===== src/design/nmde_pkg.sv =====
package nmde_pkg;

  localparam int unsigned MAX_WIDTH = 4096;
  localparam int unsigned COL_W     = (MAX_WIDTH > 1) ? $clog2(MAX_WIDTH) : 1;
  localparam int unsigned CFG_W     = 13;
  localparam int unsigned PIX_W     = 8;
  localparam int unsigned LEN_W     = 32;
  localparam int unsigned WORD_W    = 2 * PIX_W;

  localparam int unsigned OUT_DEPTH = 16;
  localparam int unsigned OUT_PTR_W = $clog2(OUT_DEPTH);
  localparam int unsigned OUT_CNT_W = OUT_PTR_W + 1;
  // Three pipeline stages plus the incoming transaction, two results each at most.
  localparam int unsigned OUT_SLACK = 8;

  localparam logic [LEN_W-1:0] RUN_MAX = '1;

  typedef enum logic {
    KIND_PIXEL = 1'b0,
    KIND_DRAIN = 1'b1
  } kind_e;

  typedef logic [PIX_W-1:0] pix_t;

  // One image column: row above, row under evaluation, row below.
  typedef struct packed {
    pix_t top;
    pix_t mid;
    pix_t bot;
  } col_t;

  typedef struct packed {
    logic valid;
    logic eval_a;
    logic eval_b;
    logic a_left;
    logic a_right;
    logic b_left;
    logic top_ok;
    logic bot_ok;
    logic final_run;
  } eval_ctl_t;

  typedef struct packed {
    logic use_a;
    logic use_b;
    logic final_run;
    pix_t edge_a;
    pix_t edge_b;
  } edge_res_t;

  typedef struct packed {
    pix_t             edge_value;
    logic [LEN_W-1:0] run_length;
    logic             last_run;
  } run_t;

  function automatic pix_t abs_gap(pix_t a, pix_t b);
    return (a > b) ? (a - b) : (b - a);
  endfunction

  function automatic pix_t max2(pix_t a, pix_t b);
    return (a > b) ? a : b;
  endfunction

  function automatic pix_t edge_of(col_t ctr, col_t lft, col_t rgt, logic has_l,
                                   logic has_r, logic top_ok, logic bot_ok);
    pix_t best;
    pix_t c;
    best = '0;
    c    = ctr.mid;
    if (top_ok) best = max2(best, abs_gap(c, ctr.top));
    if (bot_ok) best = max2(best, abs_gap(c, ctr.bot));
    if (has_l) begin
      best = max2(best, abs_gap(c, lft.mid));
      if (top_ok) best = max2(best, abs_gap(c, lft.top));
      if (bot_ok) best = max2(best, abs_gap(c, lft.bot));
    end
    if (has_r) begin
      best = max2(best, abs_gap(c, rgt.mid));
      if (top_ok) best = max2(best, abs_gap(c, rgt.top));
      if (bot_ok) best = max2(best, abs_gap(c, rgt.bot));
    end
    return best;
  endfunction

endpackage


===== src/design/nmde_out_fifo.sv =====
module nmde_out_fifo
  import nmde_pkg::*;
(
  input  logic clk_i,
  input  logic rst_ni,
  input  logic push0_i,
  input  logic push1_i,
  input  run_t run0_i,
  input  run_t run1_i,
  output logic out_valid_o,
  input  logic out_stall_i,
  output run_t run_o,
  output logic nearly_full_o
);

  run_t                 mem [OUT_DEPTH];
  logic [OUT_PTR_W-1:0] wp_q, wp_d;
  logic [OUT_PTR_W-1:0] rp_q, rp_d;
  logic [OUT_CNT_W-1:0] cnt_q, cnt_d;
  logic [OUT_PTR_W-1:0] wp_next;
  logic [OUT_CNT_W-1:0] n_push;
  logic                 pop;

  always_comb begin
    pop     = (cnt_q != '0) && !out_stall_i;
    n_push  = OUT_CNT_W'(push0_i) + OUT_CNT_W'(push1_i);
    wp_next = wp_q + OUT_PTR_W'(1);
    wp_d    = wp_q + n_push[OUT_PTR_W-1:0];
    rp_d    = rp_q + OUT_PTR_W'(pop);
    cnt_d   = cnt_q + n_push - OUT_CNT_W'(pop);
  end

  always_ff @(posedge clk_i) begin
    if (push0_i) begin
      mem[wp_q] <= run0_i;
    end
    if (push1_i) begin
      mem[wp_next] <= run1_i;
    end
  end

  always_ff @(posedge clk_i or negedge rst_ni) begin
    if (!rst_ni) begin
      wp_q  <= '0;
      rp_q  <= '0;
      cnt_q <= '0;
    end else begin
      wp_q  <= wp_d;
      rp_q  <= rp_d;
      cnt_q <= cnt_d;
    end
  end

  assign out_valid_o   = (cnt_q != '0);
  assign run_o         = mem[rp_q];
  assign nearly_full_o = (cnt_q > OUT_CNT_W'(OUT_DEPTH - OUT_SLACK));

endmodule


===== config.mk =====
export PLATFORM = sky130hd
export DESIGN_NAME = nmde_out_fifo
export DESIGN_NICKNAME = d
export VERILOG_FILES = /design/src/design/nmde_pkg.sv /design/src/design/nmde_out_fifo.sv
export SDC_FILE = /design/constraint.sdc
export NUM_CORES = 1
export LEC_CHECK = 0
export ABC_AREA = 1
export BUFFER_PORTS_ARGS = -buffer_cell sky130_fd_sc_hd__buf_2
export CAP_MARGIN = 20
export CORE_ASPECT_RATIO = 0.75
export CORE_MARGIN = 2
export CORE_UTILIZATION = 34
export CTS_CLUSTER_SIZE = 25
export DETAILED_ROUTE_END_ITERATION = 7
export GPL_TIMING_DRIVEN = 0
export PLACE_DENSITY_LB_ADDON = 0.08
export SLEW_MARGIN = 25
export SYNTH_ARGS = -nofsm -noshare
export SYNTH_HDL_FRONTEND = slang
export SYNTH_SLANG_ARGS = --single-unit
export TNS_END_PERCENT = 30

===== constraint.sdc =====
create_clock -name clk_i -period 8.8 [get_ports clk_i]
set_input_delay 0.88 -clock clk_i [delete_from_list [all_inputs] [get_ports clk_i]]
set_output_delay 0.88 -clock clk_i [all_outputs]
set_load 0.02 [all_outputs]

* Word level (Yosys, flattened, before mapping)
Memories as Yosys holds them, arrays and structs flattened.
Cells that the tools add are included.
** Storage, ports and cells
- Register bits :: 13
- Bits of input ports :: 87
- Memory bits (writable) :: 656
- Memories :: 1
- Word-level logic and storage cells :: 18
** Memories
- mem :: words 16, bits a word 41, read ports 1, clocked after memory_dff 0, wr ports 2, line nmde_out_fifo.sv:16 : run_t mem [OUT_DEPTH];
** Operators by class
- Magnitude comparators :: 1
- Add/sub/neg operators :: 6
- Reductions and logical operators :: 3
- Mux-type cells :: 4
** Operators by type and width (count)
- $add A5 B2 Y5 :: 1
- $gt A5 B4 Y1 const B :: 1
- $reduce_bool A5 Y1 :: 1
- $sub A5 B1 Y5 :: 1
- $add A4 B1 Y4 :: 1
- $add A4 B1 Y4 const B :: 1
- $add A4 B2 Y4 :: 1
- $mux W1 :: 4
- $add A1 B1 Y2 :: 1
- $logic_and A1 B1 Y1 :: 1
- $logic_not A1 Y1 :: 1

* Logic depth before layout (Yosys ltp)
- Word-level depth :: 3
- Mapped depth :: 10
- Gate-level depth less buffers :: 10

* Worst setup path after synthesis
OpenSTA, ideal clock, no wires.
- Kind :: input to register
- Start point :: input port push0_i
- End point :: memory mem[10][0] in the netlist's numbering, enable pin
- Data arrival time :: 4049 ps
- Slack :: 4250 ps
- Buffers on the path :: 0
- Setup time :: 501 ps
- Data required time :: 8299 ps
- Stages :: 2
- Cell sequence :: inv_1 > o31ai_1
** RTL lines
- start: declaration :: line nmde_out_fifo.sv:6 : input logic push0_i,
- end: declaration :: line nmde_out_fifo.sv:16

==> metrics.csv <==
stage;metric;value;unit
die;IO Count;130;
logic_synthesis;Post-synth EDFFs;656;
placement;Area after DPL;37900;um^2
logic_synthesis;post-synthesis cell area;35200;um^2
critical_path;Worst R2R Path Depth;7;
sta;setup violators final;0;
detailed_routing;DR pass1 iterations;5;
detailed_routing;Post-Route WL;138000;um
detailed_routing;Wirelength per Cell;23.3;um
outcome;run status;finished, final reports clean;
sta;Peak Freq;232;MHz
logic_synthesis;largest cells by area after synthesis;edfxtp_1 (56%), nand2_1 (18%), o21ai_0 (8.4%);
logic_synthesis;most common flop cell mapped by yosys;edfxtp_1;
clock_tree;H-tree level count;3;
die;Die Area;106000;um^2
die;die width;376;um
die;die height;283;um
pwr;worst vdd ir;0.157;mV
grt;total gr overflow;0;
cells_and_area;most common cell after layout, fill and taps aside;nand2_1;
clock_tree;Reg clk slew, reported paths;0.06;ns
detailed_routing;DR DRC count;0;
detailed_routing;via count;30100;
cells_and_area;share of cells above drive strength 1;7.56;%
clock_tree;clk sinks;669;
sta;final period utilization;49.1;%
critical_path;Worst Path Max Fanout;10;
cells_and_area;nets@finish;4601;
sta;Final Hold Vio Count;0;
cells_and_area;area delta synth->final;14.2;%
clock_tree;CTS Root Cell;clkbuf_16;
placement;number of I/O port buffers;88;
logic_synthesis;Unique masters post-synth;24;
logic_synthesis;Syn Area/Cell;8.18;um^2
logic_synthesis;area share of the largest cell type after synthesis;56.0;%
clock_tree;CTS Buf Count;77;
die;Core Area;103000;um^2
logic_synthesis;Synth Register Bits;669;
clock_tree;postcts setup bufs;0;
cells_and_area;highest-count cells in the layout ignoring fill and taps;nand2_1 (1699), edfxtp_1 (656), o21ai_0 (591);
clock_tree;worst skew pair latency;0.66;ns
sta;Slew headroom;28.7;%
clock_tree;CTS max path bufs;3;
sta;minimum clock period;4.32;ns
pwr;PD cells;328;nW/um^2
sta;setup TNS;0;ns
grt;total track usage;25.9;%
clock_tree;CTS tree;done;
placement;Placer Congestion;0.843;
logic_synthesis;FFs w/ async S/R, synth;1.94;%
placement;HPWL after DPL;98800;um
cells_and_area;Fill cells;10700;
grt;largest net degree at the start of global routing;42;
grt;vias in the first global route;28200;
job;max-cap violations;0;
sta;max-slew violations;0;
logic_synthesis;syn_nets;4406;
critical_path;CP arrival;3.44;ns
detailed_routing;Initial DRC Count;2901;
clock_tree;# hold bufs at CTS;0;
logic_synthesis;sequential area share after synthesis;56.9;%
detailed_routing;via/cell ratio;5.10;
logic_synthesis;Synth Instances;4303;
detailed_routing;Final ANT Viol Nets;0;
critical_path;worst endpoint required time;7.92;ns
critical_path;crit start category;flip-flop;
worst_hold_path;class of the worst hold path;in2async;
critical_path;Setup CP Type;reg2out;
die;Initial Util;34.2;%
logic_synthesis;Synth Warn #;0;
grt;first-pass GRT wire length;198000;um
clock_tree;post-cts sizing count;0;
critical_path;CP endpoint kind;output port;
pwr;Pleak;17.4;nW
sta;Worst-Margin Slew;1.07;ns
grt;initial antenna violation count;1;
sta;Clock Skew;0.0186;ns
sta;RSZ-0062 raised after global routing;false;
die;# rows;102;
cells_and_area;final instance area;40200;um^2
logic_synthesis;Synth area leader;edfxtp_1;
-- synth_stat cells, types with 3 or more instances --
| library cell | n |
|---|---|
| edfxtp_1 | 656 |
| a21oi_1 | 3 |
| o31ai_1 | 5 |
| inv_2 | 6 |
| nand3_1 | 267 |
| nor2_2 | 4 |
| clkbuf_1 | 189 |
| nand2_1 | 1711 |
| xor2_1 | 4 |
| ha_1 | 14 |
| dfrtp_1 | 13 |
| o21ai_1 | 65 |
| buf_1 | 103 |
| nor2_1 | 252 |
| o21ai_0 | 591 |
| inv_1 | 308 |
| clkbuf_2 | 5 |
| buf_2 | 96 |
-- final timing paths --
path                                   startpoint              endpoint  slack, ns
min in group clk_i              rp_q[2]$_DFF_PN0_     rp_q[2]$_DFF_PN0_       0.50
worst max register to register  wp_q[1]$_DFF_PN0_  mem[2][12]$_DFFE_PP_       5.98
max in group asynchronous                  rst_ni     rp_q[0]$_DFF_PN0_       8.25
worst min register to register  rp_q[2]$_DFF_PN0_     rp_q[2]$_DFF_PN0_       0.50
worst min-delay path                       rst_ni    cnt_q[3]$_DFF_PN0_       0.19
worst max-delay path            rp_q[0]$_DFF_PN0_             run_o[32]       4.48
-- area by class of cell --
cell class                 instances  area, um^2  share of cell area [%]
inverter                         315        1180                    2.94
buffer                           395        1630                    4.05
clock buffer                     106        2110                    5.25
antenna                            1        2.50                 0.00623
sequential                       669       20000                    49.8
clock inverter                    26         171                   0.426
multi-input combinational       2924       12500                    31.1
timing repair buffer             116         871                    2.17
tap                             1352        1690                    4.21
-- worst max-delay path, cell delays in order, from the launching register on --
cell and delay (ns):
dfrtp_1 0.38, buf_2 0.16, inv_1 0.08, clkbuf_1 0.78
buf_2 0.56, nand2_1 0.10, nand3_1 0.12, nand3_1 0.14
nand2_1 0.19, nand2_1 0.09, buf_2 0.16
-- layer usage --
metal  part of all wire [%]  global-route usage, %  vias up
met5                  0.011                      0        -
met1                     49                   39.0    14500
met4                    3.2                   8.54        2
met3                    6.7                   3.56      223
met2                     41                   38.0     1101
li1                       -                      -    14300
-- kinds of logic (layout without fill, tap and decap cells) --
family / after synthesis / after routing / share of synthesized area [%]
simple gates: 2236 / 2236 / 24.9
flops: 669 / 669 / 56.9
buf+inv: 710 / 958 / 7.97
compound gates: 666 / 666 / 9.51
xor+xnor: 6 / 6 / 0.149
fa+ha+maj: 16 / 16 / 0.611
other cells: 0 / 1 / 0
-- report_power, final --
group,switching (W),internal (W),total (W)
Clock,0.00137,0.00172,0.00310
Combinational,0.00432,0.00138,0.00570
Sequential,0.000127,0.00424,0.00437
Total,0.00582,0.00735,0.0132
-- flip-flops by register name (all words and copies together), names as in the netlist --
name	cells
wp_q	4
rp_q	4
cnt_q	5
mem	656
-- per-stage QoR --
step | cells | hold slack, ns | utilization [%] | setup WS [ns] | power [W]
2_1_floorplan | 4303 | 0.463 | - | 4.25 | 0.00767
3_3_place_gp | 5743 | 0.484 | 36.2 | 0.0551 | 0.0100
3_5_place_dp | 5771 | 0.485 | 36.8 | 5.18 | 0.0101
4_1_cts | 5903 | 0.150 | 39.0 | 4.46 | 0.0132
5_1_grt | 5903 | 0.174 | 39.0 | 4.37 | 0.0139
6_report | 5904 | 0.185 | 39.0 | 4.48 | 0.0132
Note: power is estimated with default switching activity, not from simulation.
