$ cat config.mk
export PLATFORM = sky130hd
export DESIGN_NAME = nmde_ctrl
export DESIGN_NICKNAME = d
export VERILOG_FILES = /design/src/design/nmde_pkg.sv /design/src/design/nmde_ctrl.sv
export SDC_FILE = /design/constraint.sdc
export NUM_CORES = 1
export LEC_CHECK = 0
export BUFFER_PORTS_ARGS = -buffer_cell sky130_fd_sc_hd__buf_4
export CAP_MARGIN = 25
export CORE_MARGIN = 2
export CORE_UTILIZATION = 50
export CTS_CLUSTER_DIAMETER = 40
export DETAILED_ROUTE_END_ITERATION = 8
export GPL_TIMING_DRIVEN = 0
export PLACE_DENSITY = 0.82
export SLEW_MARGIN = 20
export SYNTH_ARGS = -nofsm -noshare
export SYNTH_HDL_FRONTEND = slang
export SYNTH_SLANG_ARGS = --single-unit
$ cat constraint.sdc
create_clock -name clk_i -period 6.9 [get_ports clk_i]
set_input_delay 0.345 -clock clk_i [delete_from_list [all_inputs] [get_ports clk_i]]
set_output_delay 0.345 -clock clk_i [all_outputs]
set_load 0.005 [all_outputs]
$ cat src/design/nmde_pkg.sv
package nmde_pkg;

  localparam int unsigned MAX_WIDTH = 4096;
  localparam int unsigned COL_W     = (MAX_WIDTH > 1) ? $clog2(MAX_WIDTH) : 1;
  localparam int unsigned CFG_W     = 13;
  localparam int unsigned PIX_W     = 8;
  localparam int unsigned LEN_W     = 32;
  localparam int unsigned WORD_W    = 2 * PIX_W;

  localparam int unsigned OUT_DEPTH = 16;
  localparam int unsigned OUT_PTR_W = $clog2(OUT_DEPTH);
  localparam int unsigned OUT_CNT_W = OUT_PTR_W + 1;
  // Three pipeline stages plus the incoming transaction, two results each at most.
  localparam int unsigned OUT_SLACK = 8;

  localparam logic [LEN_W-1:0] RUN_MAX = '1;

  typedef enum logic {
    KIND_PIXEL = 1'b0,
    KIND_DRAIN = 1'b1
  } kind_e;

  typedef logic [PIX_W-1:0] pix_t;

  // One image column: row above, row under evaluation, row below.
  typedef struct packed {
    pix_t top;
    pix_t mid;
    pix_t bot;
  } col_t;

  typedef struct packed {
    logic valid;
    logic eval_a;
    logic eval_b;
    logic a_left;
    logic a_right;
    logic b_left;
    logic top_ok;
    logic bot_ok;
    logic final_run;
  } eval_ctl_t;

  typedef struct packed {
    logic use_a;
    logic use_b;
    logic final_run;
    pix_t edge_a;
    pix_t edge_b;
  } edge_res_t;

  typedef struct packed {
    pix_t             edge_value;
    logic [LEN_W-1:0] run_length;
    logic             last_run;
  } run_t;

  function automatic pix_t abs_gap(pix_t a, pix_t b);
    return (a > b) ? (a - b) : (b - a);
  endfunction

  function automatic pix_t max2(pix_t a, pix_t b);
    return (a > b) ? a : b;
  endfunction

  function automatic pix_t edge_of(col_t ctr, col_t lft, col_t rgt, logic has_l,
                                   logic has_r, logic top_ok, logic bot_ok);
    pix_t best;
    pix_t c;
    best = '0;
    c    = ctr.mid;
    if (top_ok) best = max2(best, abs_gap(c, ctr.top));
    if (bot_ok) best = max2(best, abs_gap(c, ctr.bot));
    if (has_l) begin
      best = max2(best, abs_gap(c, lft.mid));
      if (top_ok) best = max2(best, abs_gap(c, lft.top));
      if (bot_ok) best = max2(best, abs_gap(c, lft.bot));
    end
    if (has_r) begin
      best = max2(best, abs_gap(c, rgt.mid));
      if (top_ok) best = max2(best, abs_gap(c, rgt.top));
      if (bot_ok) best = max2(best, abs_gap(c, rgt.bot));
    end
    return best;
  endfunction

endpackage

$ cat src/design/nmde_ctrl.sv
module nmde_ctrl
  import nmde_pkg::*;
(
  input  logic                clk_i,
  input  logic                rst_ni,
  input  logic                cfg_we_i,
  input  logic [CFG_W-1:0]    cfg_wdata_i,
  input  logic                accept_i,
  input  logic                kind_i,
  input  pix_t                pixel_value_i,
  output logic [COL_W-1:0]    rd_addr_a_o,
  output logic [COL_W-1:0]    rd_addr_b_o,
  input  logic [WORD_W-1:0]   rd_data_a_i,
  input  logic [WORD_W-1:0]   rd_data_b_i,
  output logic                wr_en_o,
  output logic [COL_W-1:0]    wr_addr_o,
  output logic [WORD_W-1:0]   wr_data_o,
  output col_t [2:0]          win_o,
  output eval_ctl_t           eval_o,
  output logic                restart_o
);

  typedef enum logic [1:0] {
    ROWS_NONE,
    ROWS_ONE,
    ROWS_MANY
  } rows_e;

  typedef struct packed {
    eval_ctl_t        ctl;
    logic             wr_row;
    logic             first_col;
    logic [COL_W-1:0] col;
    pix_t             pixel;
  } s1_t;

  logic [COL_W-1:0]  col_q, col_d;
  logic [COL_W-1:0]  last_col_q, last_col_d;
  rows_e             rows_q, rows_d;
  logic              drain_q, drain_d;
  s1_t               s1_q, s1_d;
  eval_ctl_t         eval_q, eval_d;
  logic              hit_a_q, hit_a_d;
  logic              hit_b_q, hit_b_d;
  logic [WORD_W-1:0] fwd_q;
  col_t [2:0]        win_q, win_d;

  logic              is_last;
  logic              is_pix;
  logic              take_pix;
  logic              take_drn;
  logic [31:0]       width_req;
  logic [WORD_W-1:0] word_a;
  logic [WORD_W-1:0] word_b;
  col_t              col_a;
  col_t              col_b;

  // Front end: column and row bookkeeping, width writes, read address issue.
  always_comb begin
    is_last  = (col_q == last_col_q);
    is_pix   = (kind_e'(kind_i) == KIND_PIXEL);
    take_pix = accept_i && is_pix && !drain_q;
    take_drn = accept_i && !is_pix &&
               (drain_q || (col_q == '0 && rows_q != ROWS_NONE));

    col_d      = col_q;
    rows_d     = rows_q;
    drain_d    = drain_q;
    last_col_d = last_col_q;
    width_req  = 32'(cfg_wdata_i);

    s1_d           = '0;
    s1_d.col       = col_q;
    s1_d.pixel     = pixel_value_i;
    s1_d.first_col = (col_q == '0);

    if (take_pix) begin
      s1_d.ctl.valid   = 1'b1;
      s1_d.wr_row      = 1'b1;
      s1_d.ctl.eval_a  = (rows_q != ROWS_NONE) && (col_q != '0);
      s1_d.ctl.eval_b  = (rows_q != ROWS_NONE) && is_last;
      s1_d.ctl.a_left  = (col_q > COL_W'(1));
      s1_d.ctl.a_right = 1'b1;
      s1_d.ctl.b_left  = (col_q != '0);
      s1_d.ctl.top_ok  = (rows_q == ROWS_MANY);
      s1_d.ctl.bot_ok  = 1'b1;
      if (is_last) begin
        col_d = '0;
        case (rows_q)
          ROWS_NONE: rows_d = ROWS_ONE;
          ROWS_ONE:  rows_d = ROWS_MANY;
          default:   rows_d = ROWS_MANY;
        endcase
      end else begin
        col_d = col_q + COL_W'(1);
      end
    end else if (take_drn) begin
      // The last row is evaluated column by column with no row below it.
      s1_d.ctl.valid     = 1'b1;
      s1_d.ctl.eval_a    = 1'b1;
      s1_d.ctl.a_left    = (col_q != '0);
      s1_d.ctl.a_right   = !is_last;
      s1_d.ctl.top_ok    = (rows_q == ROWS_MANY);
      s1_d.ctl.final_run = is_last;
      if (is_last) begin
        col_d   = '0;
        rows_d  = ROWS_NONE;
        drain_d = 1'b0;
      end else begin
        col_d   = col_q + COL_W'(1);
        drain_d = 1'b1;
      end
    end

    if (cfg_we_i) begin
      if (width_req == 32'd0) begin
        width_req = 32'd1;
      end else if (width_req > 32'(MAX_WIDTH)) begin
        width_req = 32'(MAX_WIDTH);
      end
      last_col_d     = COL_W'(width_req - 32'd1);
      col_d          = '0;
      rows_d         = ROWS_NONE;
      drain_d        = 1'b0;
      s1_d.ctl.valid = 1'b0;
    end
  end

  assign rd_addr_a_o = col_q;
  assign rd_addr_b_o = col_q + COL_W'(1);

  // Read stage: line buffer data arrives, the column is rewritten and the window moves.
  always_comb begin
    word_a = hit_a_q ? fwd_q : rd_data_a_i;
    word_b = hit_b_q ? fwd_q : rd_data_b_i;

    col_a.top = word_a[WORD_W-1:PIX_W];
    col_a.mid = word_a[PIX_W-1:0];
    col_a.bot = s1_q.pixel;
    col_b.top = word_b[WORD_W-1:PIX_W];
    col_b.mid = word_b[PIX_W-1:0];
    col_b.bot = '0;

    wr_en_o   = s1_q.ctl.valid && s1_q.wr_row;
    wr_addr_o = s1_q.col;
    wr_data_o = {word_a[PIX_W-1:0], s1_q.pixel};

    // A read issued in the same cycle as a write to that column takes the new word.
    hit_a_d = wr_en_o && (wr_addr_o == rd_addr_a_o);
    hit_b_d = wr_en_o && (wr_addr_o == rd_addr_b_o);

    win_d = win_q;
    if (s1_q.ctl.valid) begin
      if (s1_q.wr_row) begin
        win_d[0] = win_q[1];
        win_d[1] = win_q[2];
        win_d[2] = col_a;
      end else begin
        // The first drain transaction loads both the centre and the right column.
        win_d[0] = win_q[1];
        win_d[1] = s1_q.first_col ? col_a : win_q[2];
        win_d[2] = col_b;
      end
    end

    eval_d = s1_q.ctl;
  end

  always_ff @(posedge clk_i or negedge rst_ni) begin
    if (!rst_ni) begin
      col_q      <= '0;
      last_col_q <= '0;
      rows_q     <= ROWS_NONE;
      drain_q    <= 1'b0;
      s1_q       <= '0;
      eval_q     <= '0;
      hit_a_q    <= 1'b0;
      hit_b_q    <= 1'b0;
    end else begin
      col_q      <= col_d;
      last_col_q <= last_col_d;
      rows_q     <= rows_d;
      drain_q    <= drain_d;
      s1_q       <= s1_d;
      eval_q     <= eval_d;
      hit_a_q    <= hit_a_d;
      hit_b_q    <= hit_b_d;
    end
  end

  always_ff @(posedge clk_i) begin
    fwd_q <= wr_data_o;
    win_q <= win_d;
  end

  assign win_o     = win_q;
  assign eval_o    = eval_q;
  assign restart_o = cfg_we_i;

endmodule

# [Yosys cells after proc, flatten, opt, wreduce, memory -nomap -nowiden]
# Cells that the tools add are included.
[totals] out_inout_bits=135 ff_bits=156 latchBits=0 mem_bits_ro=0 input_bits=58 ram_bits=0 wordCells=104 mem_count=0
[op_classes] n_reduce_logical=22 n_eq_ne=7 add_sub_neg=2 n_bitwise=1 magnitude_cmp=2 shifts=0 div_mod_pow=0 multipliers=0 muxes=33
[op_table] cell="$mux 12" n=7
[op_table] cell="$mux 72" n=1
[op_table] cell="$eq 12x12->1" n=3
[op_table] cell="$mux 16" n=2
[op_table] cell="$mux 24" n=1
[op_table] cell="$mux 2" n=10
[op_table] cell="$gt 13x13->1 const B" n=1
[op_table] cell="$logic_not 13->1" n=1
[op_table] cell="$add 12x1->12 const B" n=1
[op_table] cell="$gt 12x1->1 const B" n=1
[op_table] cell="$logic_not 12->1" n=1
[op_table] cell="$mux 1" n=12
[op_table] cell="$reduce_bool 12->1" n=1
[op_table] cell="$sub 12x1->12 const B" n=1
[op_table] cell="$logic_and 1x1->1" n=10
[op_table] cell="$ne 3x3->1 const B" n=2
[op_table] cell="$reduce_bool 2->1" n=2
[op_table] cell="$reduce_and 3->1" n=1
[op_table] cell="$reduce_bool 3->1" n=1
[op_table] cell="$eq 2x2->1 const B" n=1
[op_table] cell="$logic_not 1->1" n=2
[op_table] cell="$logic_not 2->1" n=1
[op_table] cell="$ne 2x2->1 const B" n=1
[op_table] cell="$reduce_and 2->1" n=1
[op_table] cell="2 further kinds" n=2

# [Longest topological paths before layout]
[logic_depth] word_depth=7 mapped_depth=9 depth_no_buf=9

# [Least setup slack after synthesis]
# No wires, ideal clock.
[synth_path] path_kind="reg-to-reg" startpoint="register s1_q, in the netlist eval_d[8]" endpoint="register hit_b_q" period_less_slack_ns=2.751 path_stages_with_launch=5 setup_slack_ns=4.149 setup_ns=0.111 arrival_ns=2.640 path_buffers=0 required_time_ns=6.789 path_cell_list="dfrtp_1 > nand2_1 > nor4_1 > o21ai_0 > a2111oi_2"
[synth_between] elab_chain_cells=2
[synth_rtl] item="from (decl)" line="nmde_ctrl.sv:41" rtl="s1_t s1_q, s1_d;"
[synth_rtl] item="from (signal assigned)" line="nmde_ctrl.sv:175" rtl="s1_q <= '0;"
[synth_rtl] item="from (signal assigned)" line="nmde_ctrl.sv:184" rtl="s1_q <= s1_d;"
[synth_rtl] item="$logic_and 1x1->1" line="nmde_ctrl.sv:144" rtl="wr_en_o = s1_q.ctl.valid && s1_q.wr_row;"
[synth_rtl] item="$logic_and 1x1->1" line="nmde_ctrl.sv:150" rtl="hit_b_d = wr_en_o && (wr_addr_o == rd_addr_b_o);"
[synth_rtl] item="net hit_b_d" line="nmde_ctrl.sv:44" rtl="logic hit_b_q, hit_b_d;"
[synth_rtl] item="to (signal assigned)" line="nmde_ctrl.sv:187" rtl="hit_b_q <= hit_b_d;"
[synth_rtl] item="to (decl)" line="nmde_ctrl.sv:44"
# The timed path passes the listed nets, and every way through them passes these cells.
# A chain may end at the register's enable or synchronous reset.

# [Worst setup path in the final report]
[layout_path] startpoint="register col_q[0], in the netlist rd_addr_a_o[0]" endpoint="output rd_addr_b_o[10]"
[layout_between] elab_chain_cells=1
[layout_rtl] item="from (decl)" line="nmde_ctrl.sv:37" rtl="logic [COL_W-1:0] col_q, col_d;"
[layout_rtl] item="from (signal assigned)" line="nmde_ctrl.sv:180" rtl="col_q <= col_d;"
[layout_rtl] item="$add 12x1->12" line="nmde_ctrl.sv:130" rtl="assign rd_addr_b_o = col_q + COL_W'(1);"
[layout_rtl] item="to (decl)" line="nmde_ctrl.sv:12" rtl="output logic [COL_W-1:0] rd_addr_b_o,"
# Every way passes these cells.

==> reports/summary.txt <==
PwrDens = 231 nW/um^2
Ant. Diodes = 0
maximum clock frequency = 351 MHz
simple-gate area share of the yosys netlist = 12.6%
Detailed Route Iter0 Violations = 578
CP max stage cell = dfrtp_1
critical path arrival = 2500 ps
RSZ-0062 raised after global routing = false
complex-gate fraction of the synthesized area = 9.62%
share of post-route cells with drive strength above 1 = 38.0%
reg-to-reg slack, setup = 4320 ps
# DRC = 0
Seq/Total Area, Yosys = 58.6%
Net Sw Frac = 22.7%
Critical Path End Type = output pin
gr ovfl total = 0
post_cts resized = 0
Power Internal = 1.68 mW
final worst path period share = 41.3%
via/cell ratio = 5.62
syn nets = 649
Die Wd = 124 um
routed vias = 5563
Synth area leader = edfxtp_1
Post-DRT Antenna Nets = 0
Hold Vio Cnt, Final = 0
worst min path class = in2reg
CTS Root Cell = clkbuf_16
wl on met1 = 7.38 mm
clock tree from TritonCTS = built
Synth area leaders = edfxtp_1 (30%), dfrtp_1 (24%), dfxtp_1 (4.5%)
clock group share of total power = 42.8%
proportion of power drawn by flip-flops and latches = 47.9%
WP data required = 6550 ps
final hold slack = 22.9 ps
Max Cap Viol = 0
Ys Warns = 0
initial antenna violation count = 0
Slew Viols, Final = 0
Crit Path Class = reg2out
Synth top area share = 30.3%
Final setup viols = 0
FFs w/ async S/R, synth = 43.6%
first-pass GRT wire length = 29.5 mm
clk sinks = 156
post-synth cell types = 70
number of global-route vias before repair = 5536
most common flop cell mapped by yosys = edfxtp_1
Clock Latency Late Sink = 430 ps
CTS Buf Count = 17
Clock Tree Buf Depth = 2
Starting Density = 51.2%
core area = 13900 um^2
largest net degree at the start of global routing = 69
Pre-Repair DR Iteration Count = 5
main combinational cell family by area after synthesis = simple AND/OR/NAND/NOR gates
highest routed metal layer = met4
detailed placer's ending HPWL = 14.0 mm
IO Port Bufs = 191
Synth Area in Adders = 0.876%
Synth top cells by count = edfxtp_1 (72), dfrtp_1 (68), buf_4 (37), nand2_1 (36), nor2_1 (29)
status = completed
row cnt = 43
post-CTS setup buffers = 0
relative slew slack = 42.3%
detailed-route wire length per cell = 19.4 um
number of synthesized flops with an enable pin = 72
Syn Inst Count = 586
Synth Area per Inst = 12.2 um^2
Post-CTS Hold Fix Bufs = 0
Tot GR Track Use = 25.9%
Final GP Congestion = 0.900
leakage dissipation = 4.07 nW
Max VDD drop = 141 uV
CP cell instances = ha_1, clkbuf_1, nand4_1, nor3_2, xnor2_1, buf_4
num ports = 193
FF+latch count, synth = 156
Worst Max-Slew Pin Slew = 865 ps
DR WL met3 = 1.55 mm
layout overhead on the synthesized area = 31.8%
Final #Nets = 860
NetSw = 0.492 mW
Max Clock Skew = 8.04 ps
Period minus WS final = 2850 ps
htree depth = 4
met2 WL = 9.80 mm
drt total wl = 19.2 mm
Cell Area, Synth = 7140 um^2
die area = 15300 um^2
Worst-path clk slew = 60 ps
mux contribution to synthesized area = 6.78%
crit path launch type = flip-flop
Logic pwr share = 9.3%
XOR/XNOR Fraction of Synth Area = 4.78%
Worst path max stage delay = 620 ps
setup TNS = 0 ps
most common cell in the netlist = edfxtp_1
Worst Path Max Fanout = 9
Die H = 124 um
-- flip-flops by register name (all words and copies together) (netlist names) --
name / cells
eval_o: 9
rd_addr_a_o: 12
hit_a_q: 1
drain_q: 1
s1_q: 2
wr_data_o: 8
win_o: 72
fwd_q: 16
wr_addr_o: 12
last_col_q: 12
eval_d: 8
hit_b_q: 1
rows_q: 2
-- routing by layer --
layer,global-route usage (%),up-vias
li1,-,2521
met1,31.0,2716
met2,45.1,287
met3,5.86,39
met4,10.7,0
met5,0,-
-- placed cells by master, fill, tap and decap left out, types with 5 or more instances in the layout --
cell,synthesis,routed
a211oi_1,9,9
a21oi_1,17,17
and2_1,9,9
and3_1,6,6
buf_1,6,6
buf_2,5,5
buf_4,37,228
buf_6,5,5
clkbuf_1,11,13
clkbuf_16,0,17
dfrtp_1,68,67
dfxtp_1,16,16
edfxtp_1,72,72
ha_1,5,5
inv_1,15,15
mux2_2,27,27
mux2i_1,18,18
nand2_1,36,36
nand2b_1,5,5
nand3_1,10,10
nand4_1,6,6
nor2_1,29,29
nor2b_1,13,13
nor3_1,13,13
nor4_1,12,12
o21ai_0,27,27
or4_1,5,5
xnor2_1,17,17
xor2_1,22,22
-- power groups by stage --
stage               logic [mW]  clock network [mW]  registers [mW]
floorplan               0.0915                   0            1.06
global placement         0.189                   0            1.06
detailed placement       0.201                   0            1.06
CTS                      0.202               0.941            1.04
global route             0.221               0.979            1.04
finish                   0.203               0.929            1.04
-- metrics by stage --
stage	cells	worst slack (ps)	cell area (um^2)	power [mW]	util [%]
2_1_floorplan	586	4150	7140	1.15	-
3_3_place_gp	957	3210	8800	1.25	63.1
3_5_place_dp	958	4320	8830	1.26	63.4
4_1_cts	990	4070	9410	2.18	67.6
5_1_grt	990	3920	9410	2.24	67.6
6_report	990	4050	9410	2.17	67.6
-- critical path, delay by kind of cell, from the launching register on --
kind / cells / cell delay, ps
and+or+nand+nor: 2 / 570
DFF: 1 / 620
buffers and inverters: 2 / 450
adders and majority gates: 1 / 220
xor gates and xnor gates: 1 / 220
-- worst paths after layout --
kind | start | endpoint | cells after the start
hold / removal | pixel_value_i[1] | wr_data_o[1]$_DFF_PN0_ | 1
setup / recovery | rd_addr_a_o[0]$_DFFE_PN0P_ | rd_addr_b_o[10] | 6
hold reg to reg | eval_d[6]$_DFF_PN0_ | eval_o[6]$_DFF_PN0_ | 0
min in group asynchronous | rst_ni | last_col_q[10]$_DFFE_PN0P_ | 1
setup reg to reg | rd_addr_a_o[0]$_DFFE_PN0P_ | hit_b_q$_DFF_PN0_ | 7
max in group asynchronous | rst_ni | eval_d[8]$_DFF_PN0_ | 1
-- cell type report --
class / instances / area [um^2]
fillers: 1013 / 4520
flip-flops and latches: 156 / 4190
multi-input cells: 351 / 2480
repair buffers: 192 / 1460
clock buffers: 19 / 433
plain buffers: 64 / 423
well taps: 180 / 225
clock inverters: 13 / 150
inverters: 15 / 56.3
-- kinds of logic after synthesis --
logic type	after synthesis
xor gates and xnor gates	39
muxes	45
adders and majority gates	5
DFF	156
buffers and inverters	79
and+or+nand+nor	163
AOI/OAI and AO/OA	99
Note: power is estimated with default switching activity, not from simulation.
