<file path="src/design/nmde_pkg.sv">
package nmde_pkg;

  localparam int unsigned MAX_WIDTH = 4096;
  localparam int unsigned COL_W     = (MAX_WIDTH > 1) ? $clog2(MAX_WIDTH) : 1;
  localparam int unsigned CFG_W     = 13;
  localparam int unsigned PIX_W     = 8;
  localparam int unsigned LEN_W     = 32;
  localparam int unsigned WORD_W    = 2 * PIX_W;

  localparam int unsigned OUT_DEPTH = 16;
  localparam int unsigned OUT_PTR_W = $clog2(OUT_DEPTH);
  localparam int unsigned OUT_CNT_W = OUT_PTR_W + 1;
  // Three pipeline stages plus the incoming transaction, two results each at most.
  localparam int unsigned OUT_SLACK = 8;

  localparam logic [LEN_W-1:0] RUN_MAX = '1;

  typedef enum logic {
    KIND_PIXEL = 1'b0,
    KIND_DRAIN = 1'b1
  } kind_e;

  typedef logic [PIX_W-1:0] pix_t;

  // One image column: row above, row under evaluation, row below.
  typedef struct packed {
    pix_t top;
    pix_t mid;
    pix_t bot;
  } col_t;

  typedef struct packed {
    logic valid;
    logic eval_a;
    logic eval_b;
    logic a_left;
    logic a_right;
    logic b_left;
    logic top_ok;
    logic bot_ok;
    logic final_run;
  } eval_ctl_t;

  typedef struct packed {
    logic use_a;
    logic use_b;
    logic final_run;
    pix_t edge_a;
    pix_t edge_b;
  } edge_res_t;

  typedef struct packed {
    pix_t             edge_value;
    logic [LEN_W-1:0] run_length;
    logic             last_run;
  } run_t;

  function automatic pix_t abs_gap(pix_t a, pix_t b);
    return (a > b) ? (a - b) : (b - a);
  endfunction

  function automatic pix_t max2(pix_t a, pix_t b);
    return (a > b) ? a : b;
  endfunction

  function automatic pix_t edge_of(col_t ctr, col_t lft, col_t rgt, logic has_l,
                                   logic has_r, logic top_ok, logic bot_ok);
    pix_t best;
    pix_t c;
    best = '0;
    c    = ctr.mid;
    if (top_ok) best = max2(best, abs_gap(c, ctr.top));
    if (bot_ok) best = max2(best, abs_gap(c, ctr.bot));
    if (has_l) begin
      best = max2(best, abs_gap(c, lft.mid));
      if (top_ok) best = max2(best, abs_gap(c, lft.top));
      if (bot_ok) best = max2(best, abs_gap(c, lft.bot));
    end
    if (has_r) begin
      best = max2(best, abs_gap(c, rgt.mid));
      if (top_ok) best = max2(best, abs_gap(c, rgt.top));
      if (bot_ok) best = max2(best, abs_gap(c, rgt.bot));
    end
    return best;
  endfunction

endpackage

</file>
<file path="src/design/nmde_rle.sv">
module nmde_rle
  import nmde_pkg::*;
(
  input  logic      clk_i,
  input  logic      rst_ni,
  input  logic      restart_i,
  input  edge_res_t res_i,
  output logic      push0_o,
  output logic      push1_o,
  output run_t      run0_o,
  output run_t      run1_o
);

  pix_t             val_q, val_d;
  logic [LEN_W-1:0] cnt_q, cnt_d;

  logic [LEN_W-1:0] cnt_p1, cnt_p2;
  logic             cnt_zero, cnt_max, cnt_max_m1;
  logic             ext1, emit1, ext2, emit2;
  pix_t             val1, val2;
  logic [LEN_W-1:0] cnt1, cnt1_p1, cnt2;
  logic             cnt1_zero, cnt1_max;
  run_t             run_e1, run_e2, run_ef;

  always_comb begin
    cnt_p1     = cnt_q + LEN_W'(1);
    cnt_p2     = cnt_q + LEN_W'(2);
    cnt_zero   = (cnt_q == '0);
    cnt_max    = (cnt_q == RUN_MAX);
    cnt_max_m1 = (cnt_q == RUN_MAX - LEN_W'(1));

    // First value of the transaction.
    ext1  = res_i.use_a && !cnt_zero && (res_i.edge_a == val_q) && !cnt_max;
    emit1 = res_i.use_a && !cnt_zero && !ext1;
    val1  = (res_i.use_a && !ext1) ? res_i.edge_a : val_q;
    if (!res_i.use_a) begin
      cnt1    = cnt_q;
      cnt1_p1 = cnt_p1;
    end else if (ext1) begin
      cnt1    = cnt_p1;
      cnt1_p1 = cnt_p2;
    end else begin
      cnt1    = LEN_W'(1);
      cnt1_p1 = LEN_W'(2);
    end
    cnt1_zero = !res_i.use_a && cnt_zero;
    cnt1_max  = (!res_i.use_a && cnt_max) || (ext1 && cnt_max_m1);

    // Second value, present only for the last column of a row.
    ext2  = res_i.use_b && !cnt1_zero && (res_i.edge_b == val1) && !cnt1_max;
    emit2 = res_i.use_b && !cnt1_zero && !ext2;
    val2  = (res_i.use_b && !ext2) ? res_i.edge_b : val1;
    if (!res_i.use_b) begin
      cnt2 = cnt1;
    end else if (ext2) begin
      cnt2 = cnt1_p1;
    end else begin
      cnt2 = LEN_W'(1);
    end

    run_e1.edge_value = val_q;
    run_e1.run_length = cnt_q;
    run_e1.last_run   = 1'b0;
    run_e2.edge_value = val1;
    run_e2.run_length = cnt1;
    run_e2.last_run   = 1'b0;
    run_ef.edge_value = val2;
    run_ef.run_length = cnt2;
    run_ef.last_run   = 1'b1;

    // A final run never comes with a second value, so two results at most.
    push0_o = emit1 || emit2 || res_i.final_run;
    push1_o = emit1 && (emit2 || res_i.final_run);
    run0_o  = emit1 ? run_e1 : (emit2 ? run_e2 : run_ef);
    run1_o  = emit2 ? run_e2 : run_ef;

    if (restart_i || res_i.final_run) begin
      val_d = '0;
      cnt_d = '0;
    end else begin
      val_d = val2;
      cnt_d = cnt2;
    end
  end

  always_ff @(posedge clk_i or negedge rst_ni) begin
    if (!rst_ni) begin
      val_q <= '0;
      cnt_q <= '0;
    end else begin
      val_q <= val_d;
      cnt_q <= cnt_d;
    end
  end

endmodule

</file>
<file path="config.mk">
export PLATFORM = sky130hd
export DESIGN_NAME = nmde_rle
export DESIGN_NICKNAME = d
export VERILOG_FILES = /design/src/design/nmde_pkg.sv /design/src/design/nmde_rle.sv
export SDC_FILE = /design/constraint.sdc
export NUM_CORES = 1
export LEC_CHECK = 0
export BUFFER_PORTS_ARGS = -buffer_cell sky130_fd_sc_hd__buf_4
export CAP_MARGIN = 20
export CORE_UTILIZATION = 60
export DETAILED_ROUTE_END_ITERATION = 8
export PLACE_DENSITY = 0.83
export SLEW_MARGIN = 20
export SYNTH_ARGS = -nofsm -noshare
export SYNTH_HDL_FRONTEND = slang
export SYNTH_SLANG_ARGS = --single-unit
</file>
<file path="constraint.sdc">
create_clock -name clk_i -period 6.4 [get_ports clk_i]
set_input_delay 0.32 -clock clk_i [delete_from_list [all_inputs] [get_ports clk_i]]
set_output_delay 0.32 -clock clk_i [all_outputs]
set_load 0.01 [all_outputs]
</file>
# Word level (Yosys, flattened, before mapping)
# Index checks and enable logic that the tools add are counted.
word_totals:
  in_bits: 22
  n_memories: 0
  rom_bits: 0
  latchBits: 0
  reg_bits: 40
  word_cells: 47
  output_inout_bits: 84
  ramBits: 0
op_classes:
  reduce_logical: 27
  n_addsub: 2
  mul: 0
  n_eq_ne: 4
  bitwise: 0
  shifts: 0
  n_mux: 12
  n_div: 0
  order_cmp: 0
op_table:
  columns: ["operator", "n"]
  rows:
  - ["32-bit two-way mux", 7]
  - ["41-bit two-way mux", 2]
  - ["32-bit == test, second input constant", 2]
  - ["32-bit by 1-bit adder with 32-bit output, second input constant", 1]
  - ["32-bit by 2-bit adder with 32-bit output, second input constant", 1]
  - ["32-bit zero test", 1]
  - ["8-bit two-way mux", 3]
  - ["8-bit == test", 2]
  - ["1-bit logical AND", 14]
  - ["1-bit zero test", 7]
  - ["1-bit logical OR", 5]

# Longest topological paths before layout
# Gate-level depths: netlist (run 1).
logic_depth:
  word_depth: 16
  ltp_mapped: 15

# Least setup slack after synthesis (run 1)
# No wires, ideal clock.
synth_timing:
  kind: "register to output"
  from: "register cnt_q[1]"
  to: "output run0_o[32] (netlist name)"
  path_buffers: 3
  setup_slack_ns: 2.560
  arrival_ns: 3.520
  stages_incl_launch_ff: 13
  required_time_ns: 6.080
  cell_sequence: "dfrtp_1 ha_1 buf_2 nand3_2 buf_2 or4_4 a41o_1 a2111oi_4 o2111ai_4 o31ai_1 buf_2 mux2i_1 a21o_1"
synth_lines:
  columns: ["element", "line", "source"]
  rows:
  - ["start: declaration", "nmde_rle.sv:15", "logic [LEN_W-1:0] cnt_q, cnt_d;"]
  - ["start signal: assignment", "nmde_rle.sv:92", "cnt_q <= cnt_d;"]
  - ["end: declaration", "nmde_rle.sv:10", "output run_t run0_o,"]

==> flow_summary_export.csv, run 1 <==
group,metric,value,unit
sta,period_needed,5546,ps
synth,yosys_warnings,0,
sta,fin_tns_setup,0,ps
synth,synth_cells,755,
clock_tree,clock_latency,310,ps
floorplanning,start_util,0.6269,
global_route,grtUsageMet3,0.08533,
route,dr_total_vias,6248,
global_route,grtUsageMet1,0.5597,
worst_setup_path,crit_chain,"ha_1, nand3_2, nor4_1, and2_1, o31ai_2, buf_4, mux2i_1, xnor2_2, o32ai_2, buf_4, and2_1, o21ai_0, buf_4",
route,antenna_left,0,
clock_tree,cts_sinks,40,
worst_setup_path,timing.reg2reg.worst_path_depth,11,
worst_setup_path,crit_top_cell,"buf_4",
global_route,grt_antenna_before_repair,0,
floorplanning,io_pins,106,
sta,setup_viol,0,
global_route,grt_use_total,0.4247,
finish,final_nets,831,
sta,fmax,180.3,MHz
outcome,outcome,"finished clean",
global_route,grtUsageMet2,0.6708,
worst_setup_path,cpPeakStageDelay,720,ps
route,wl,19010,µm
route,drt-initial-drc-count,712,
finish,nFillCells,693,
sta,final_hold_viol_count,0,
sta,slew_viol_final,0,
pwr,power.share.clock,0.283,
placed_design,io_buffers,105,
pwr,ir_worst_vdd,0.00008852,V
route,via_per_inst,6.881,
clock_tree,cts_root_buf,"clkbuf_8",
clock_tree,cts_tree,"yes",
worst_setup_path,cp.buffers_inverters,3,
worst_setup_path,critPathMaxFanout,18,
synth,ys.flop_type,"dfrtp_1",
finish,syn2layout_area_growth,14.64,%
sta,timing.final.crit_share,0.8666,
placed_design,dp_cells,903,
floorplanning,core-area,8341,µm²
synth,synth_common_cells,"84 x nor2_1, 74 x nand2_1, 73 x a21oi_1",
synth,synth.area.top_cells,"dfrtp_1 19%, a21oi_1 7.0%, nor2_1 6.0%",
pwr,swShare,0.3582,
global_route,grt_pass1_wl,29480,µm
route,drcViolationCount,0,
route,avgRoutedWirePerCell,20.93,µm
clock_tree,cts_setup_buffers,0,
global_route,grt_overflow_total,0,
global_route,grt-busiest-layer,"met2",
placed_design,hpwl,13170,µm
synth,yosysSeqAreaShare,0.1914,
global_route,grt_pass1_vias,5642,
pwr,powerDensity,100.7,nW/µm²
floorplanning,die_h,95.35,µm
placed_design,gp_congestion,0.9784,
synth,synth_edf_count,0,
placed_design,dp_slack,1334,ps
floorplanning,row_count,33,
worst_hold_path,hold_class,"input pin to async pin",
synth,syn_nets,781,
clock_tree,cts_resized,0,
pwr,p_total,603.5,µW
pwr,seq_power_share,0.432,
synth,syn_area_per_cell,6.926,µm²
synth,syn_area,5229,µm²
sta,slew_headroom,0.2035,
synth,synth_cell_types,65,
synth,yosys.area.top_type_share,0.1914,
worst_setup_path,worstSetupEndpointType,"output port",
sta,fin_worst_skew,9.580,ps
finish,drive_gt1_frac,0.2055,
finish,final_core_util,0.7187,
worst_setup_path,cp.arrival,5230,ps
synth,ys_seq_elements,40,
worst_setup_path,path_depth,13,
finish,finalNonFillerCells,908,
floorplanning,die-area,9092,µm²
worst_setup_path,crit_type,"flip-flop to output port",
worst_setup_path,path_delay_family,"simple AND/OR/NAND/NOR gates",
sta,rsz0062_at_grt,"false",
synth,yosysTopAreaCell,"dfrtp_1",
worst_setup_path,cp_slowest_cell,"and2_1",
clock_tree,h-tree-depth,2,
global_route,grt_max_degree,72,
pwr,p_comb_frac,0.285,
synth,async_flop_share,1.000,
pwr,p_sw,216.2,µW
finish,diodes,0,
clock_tree,cts_buffer_depth,2,
floorplanning,die_w,95.35,µm
pwr,p_int,387.3,µW
synth,synth_most_common_cell,"nor2_1",
route,dr.pass1.iters,7,
clock_tree,numCtsBuffers,5,
worst_setup_path,startpoint_type,"flip-flop",
pwr,leakage,0.002554,µW
flow_run,cap_violations,0,
clock_tree,cts_hold_buf,0,
sta,fin_ws,853.9,ps
sta,tightestPinTransition,1185,ps
clock_tree,path_clk_slew,90,ps
worst_setup_path,worstPathRequired,6080,ps
## state kept, by name, summed over array words and instances (netlist names)
signal / flops
val_q: 8
cnt_q: 32
## layer usage
metal | routed length (µm) | vias to the layer above | part of all wire
met5 | 0 | - | 0
met4 | 693 | 0 | 0.036
met3 | 2292 | 82 | 0.12
met2 | 8646 | 461 | 0.45
met1 | 7372 | 2888 | 0.39
li1 | - | 2817 | -
## through the flow
step | hold WS (ps) | area (µm²)
2_1_floorplan | 24.41 | 5229
5_1_grt | 52.68 | 5995
3_5_place_dp | 359.7 | 5922
4_1_cts | 36.93 | 5991
6_report | 18.36 | 5995
3_3_place_gp | 354.2 | 5922
## power by group through the flow
| stage | registers, µW | logic, µW | clock network, µW |
|---|---|---|---|
| floorplan | 263 | 97.3 | 0 |
| detailed placement | 265 | 166 | 0 |
| global placement | 265 | 161 | 0 |
| finish | 261 | 172 | 171 |
| CTS | 260 | 167 | 170 |
| global route | 261 | 182 | 179 |
## path summary, 6_finish.rpt
kind | start | to | slack (ps)
setup / recovery | cnt_q[0] | run1_o[6] | 850
hold / removal | rst_ni | cnt_q[3] | 20
setup reg to reg | cnt_q[0] | cnt_q[16] | 1590
hold reg to reg | val_q[2] | val_q[2] | 800
max in group asynchronous | rst_ni | cnt_q[9] | 5960
min in group clk_i | res_i[7] | val_q[7] | 300
## placed cells by master, fill, tap and decap left out, drive strengths merged, types with 9 or more instances in the layout
cell      n
o21ai    53
nand4    19
dfrtp    40
nor4     23
o22ai    15
inv      10
nand2    74
or3      16
o21a     18
nor3     26
a211o    12
mux2i    13
xor2     23
and2      9
xnor2    28
o211ai   10
nor2     93
a21oi    73
nand3    21
or2      26
buf     117
## layout make-up
type	instances	area (µm²)	area share
Clock buffer	5	68.82	0.01148
Inverter	11	41.29	0.006888
Multi-Input combinational cell	630	3874	0.6462
Sequential cell	40	1001	0.1670
Tap cell	105	131.4	0.02192
Timing Repair Buffer	117	878.3	0.1465
## worst reg2reg max path: stages (launching register included)
cell and delay, ps:
dfrtp_1 670, ha_1 440, nand3_2 270, nor4_1 580
and2_1 310, o31ai_2 90, buf_4 230, mux2i_1 350
xnor2_2 240, nor4_2 1060, nand2_1 300, a21oi_1 230
## cells by family (layout without fill, tap and decap cells)
kind of cell | Yosys count | count (layout) | synth area share
AO/OA/AOI/OAI | 230 | 230 | 0.2831
AND/OR/NAND/NOR | 328 | 328 | 0.3259
adder cells (fa/ha/maj) | 4 | 4 | 0.009572
multiplexers | 17 | 17 | 0.03350
XOR/XNOR | 51 | 51 | 0.08686
flip-flops | 40 | 40 | 0.1914
buffers and inverters | 85 | 133 | 0.06963
No activity file was read; power rests on OpenSTA's default activity.
==> run 2: changes to the inputs <==
--- a/config.mk
+++ b/config.mk
@@ -5,11 +5,12 @@
 export SDC_FILE = /design/constraint.sdc
 export NUM_CORES = 1
 export LEC_CHECK = 0
+export ABC_AREA = 1
 export BUFFER_PORTS_ARGS = -buffer_cell sky130_fd_sc_hd__buf_4
 export CAP_MARGIN = 20
 export CORE_UTILIZATION = 60
 export DETAILED_ROUTE_END_ITERATION = 8
-export PLACE_DENSITY = 0.83
+export PLACE_DENSITY = 0.82
 export SLEW_MARGIN = 20
 export SYNTH_ARGS = -nofsm -noshare
 export SYNTH_HDL_FRONTEND = slang
==> run 2 against run 1 <==
Sequential power is essentially flat. Global-route usage fell by 4.4 points. Largest cell class unchanged. Maximum frequency increased by 11%. Synthesized cell count up 33%.
==> flow_summary_export.csv, run 2 <==
group,metric,value,unit
global_route,grt_pass1_vias,6300,
finish,drive_gt1_frac,0.1538,
synth,ys.flop_type,"dfrtp_1",
sta,timing.final.crit_share,0.7799,
route,drt-initial-drc-count,543,
pwr,powerDensity,103.3,nW/µm²
finish,final_common_cell,"nand2_1",
sta,fin_tns_setup,0,ps
synth,syn_area_per_cell,5.679,µm²
synth,synth.area.top_cells,"nand2_1 23%, dfrtp_1 18%, nand3_1 7.5%",
finish,top_regs,"cnt_q: 32 flops, val_q: 8 flops",
clock_tree,path_clk_slew,100,ps
worst_setup_path,worstSetupEndpointType,"output port",
worst_hold_path,hold_class,"input pin to async pin",
sta,slew_headroom,0.4853,
pwr,leakage,0.003482,µW
sta,slew_viol_final,0,
finish,final_area,6530,µm²
pwr,seq_power_share,0.385,
route,dr_wl_met3,1661,µm
worst_setup_path,startpoint_type,"flip-flop",
finish,largest_register,"cnt_q",
worst_setup_path,r2r-end,"val_q[2]",
sta,setup_viol,0,
clock_tree,cts_root_buf,"clkbuf_8",
pwr,p_int,419.2,µW
clock_tree,h-tree-depth,2,
clock_tree,clock_latency,310,ps
route,dr_total_vias,6799,
placed_design,placed_area,6437,µm²
synth,synth_cells,1007,
clock_tree,cts_tree,"yes",
clock_tree,cts_sinks,40,
synth,synth_edf_count,0,
synth,async_flop_share,1.000,
worst_setup_path,critPathMaxFanout,50,
worst_setup_path,r2r_start,"cnt_q[0]",
route,dr_wl_met2,8712,µm
synth,ys_seq_elements,40,
synth,yosys_warnings,0,
finish,largest_reg_flops,32,
sta,fin_worst_skew,7.834,ps
synth,syn_nets,1033,
floorplanning,die-area,9926,µm²
floorplanning,io_pins,106,
sta,rsz0062_at_grt,"false",
floorplanning,start_util,0.6190,
global_route,grt_antenna_before_repair,0,
floorplanning,row_count,35,
route,via_per_inst,5.656,
global_route,grt_max_degree,58,
floorplanning,die_h,99.63,µm
sta,period_needed,4991,ps
worst_setup_path,cp.arrival,4670,ps
clock_tree,cts_resized,0,
global_route,grt_pass1_wl,30160,µm
synth,yosysSeqAreaShare,0.1750,
clock_tree,numCtsBuffers,5,
worst_setup_path,crit_type,"flip-flop to output port",
route,dr.pass1.iters,5,
sta,fmax,200.4,MHz
synth,yosysTopAreaCell,"nand2_1",
global_route,grt_overflow_total,0,
flow_run,cap_violations,0,
pwr,ir_worst_vdd,0.00008221,V
route,antenna_left,0,
pwr,power.share.clock,0.295,
worst_setup_path,timing.reg2reg.worst_path_depth,20,
route,drcViolationCount,0,
clock_tree,cts_hold_buf,0,
route,wl,18580,µm
floorplanning,die_w,99.63,µm
outcome,outcome,"finished clean",
route,met1_length,7693,µm
placed_design,gp_congestion,1.050,
placed_design,io_buffers,105,
finish,final_nets,1098,
floorplanning,core-area,9240,µm²
sta,tightestPinTransition,771.2,ps
synth,synth_cell_types,44,
worst_setup_path,worstPathRequired,6080,ps
route,avgRoutedWirePerCell,15.46,µm
worst_setup_path,r2r_slack,2190,ps
clock_tree,cts_buffer_depth,2,
finish,mostFrequentLayoutCells,"344 x nand2_1, 111 x buf_4, 106 x nor2_1",
clock_tree,cts_setup_buffers,0,
finish,diodes,0,
global_route,grt_use_total,0.3806,
pwr,p_comb_frac,0.319,
sta,final_hold_viol_count,0,
finish,syn2layout_area_growth,14.18,%
synth,synth_common_cells,"344 x nand2_1, 107 x nor2_1, 104 x inv_1",
synth,yosys.area.top_type_share,0.2258,
pwr,swShare,0.3782,
synth,synth_most_common_cell,"nand2_1",
route,top_layer_used,"met4",
pwr,p_sw,255.0,µW
synth,syn_area,5719,µm²
placed_design,hpwl,13550,µm
## run 2: cell types whose count changed after synthesis, moves of 16 or more
| cell | delta |
|---|---|
| or3_1 | -16 |
| nor2_1 | +23 |
| nand2_1 | +270 |
| o21a_1 | -18 |
| clkbuf_1 | -21 |
| xor2_1 | +18 |
| a21oi_1 | -39 |
| nand3_1 | +66 |
| nor4_1 | -16 |
| xnor2_1 | -26 |
| inv_1 | +94 |
## run 2: cells by family after synthesis
family | synth area share
AOI/OAI and AO/OA | 0.1181
xor gates and xnor gates | 0.06432
adders and majority gates | 0.008751
buffers and inverters | 0.1234
DFF | 0.1750
muxes | 0.005251
and+or+nand+nor | 0.5051
## run 2: per-layer routing
metal / global-route usage / up-vias
li1: - / 3361
met1: 0.4920 / 3041
met2: 0.6384 / 349
met3: 0.05692 / 48
met4: 0.1493 / 0
met5: 0 / -
## run 2: worst max-delay path by stage
stage	start	endpoint	slack (ps)	cells after the start
2_1_floorplan	cnt_q[0]	run0_o[2]	3270	23
4_1_cts	cnt_q[0]	run0_o[4]	1590	22
6_report	cnt_q[0]	run0_o[4]	1410	22
3_5_place_dp	cnt_q[0]	run0_o[4]	1940	22
5_1_grt	cnt_q[0]	run0_o[4]	1090	22
3_3_place_gp	cnt_q[0]	run0_o[1]	2100	22
## run 2: final cells by class
cell class	instances	area (µm²)
timing repair buffer	111	833.3
inverter	113	426.7
fill	863	2710
clock inverter	2	10.01
tap	129	161.4
sequential	40	1001
clock buffer	6	82.58
multi-input combinational	801	4015
## run 2: power groups by stage
stage,combinational [µW],sequential [µW],clock [µW]
after CTS,213,260,197
after detailed placement,212,265,0
after floorplan,136,263,0
after global routing,237,260,206
after global placement,211,265,0
final,215,260,199
## run 2: worst max-delay path, stage by stage (launching register included)
cell and delay, ps:
dfrtp_1 470, inv_1 440, ha_1 250, nand3_1 70, nor2_1 100, nand2_1 60, nor2_1 210, nor2_1 120
nand2_4 450, inv_1 230, nand2_1 140, nand2_1 60, inv_1 50, nand2_1 40, inv_1 50, nand2_1 50
nor2_2 120, nand3_4 300, nand2_2 540, nand2_1 150, o21ai_1 160, or2_1 150, buf_4 120
## run 2: through the flow
| stage | std cells | worst slack [ps] | power (µW) | hold slack [ps] | util |
|---|---|---|---|---|---|
| 2_1_floorplan | 1007 | 3272 | 398.8 | 24.41 | - |
| 3_3_place_gp | 1194 | 2104 | 475.3 | 354.5 | 0.6967 |
| 3_5_place_dp | 1194 | 1936 | 477.0 | 361.1 | 0.6967 |
| 4_1_cts | 1202 | 1588 | 669.9 | 28.87 | 0.7067 |
| 5_1_grt | 1202 | 1089 | 703.5 | 42.59 | 0.7067 |
| 6_report | 1202 | 1409 | 674.2 | 5.260 | 0.7067 |
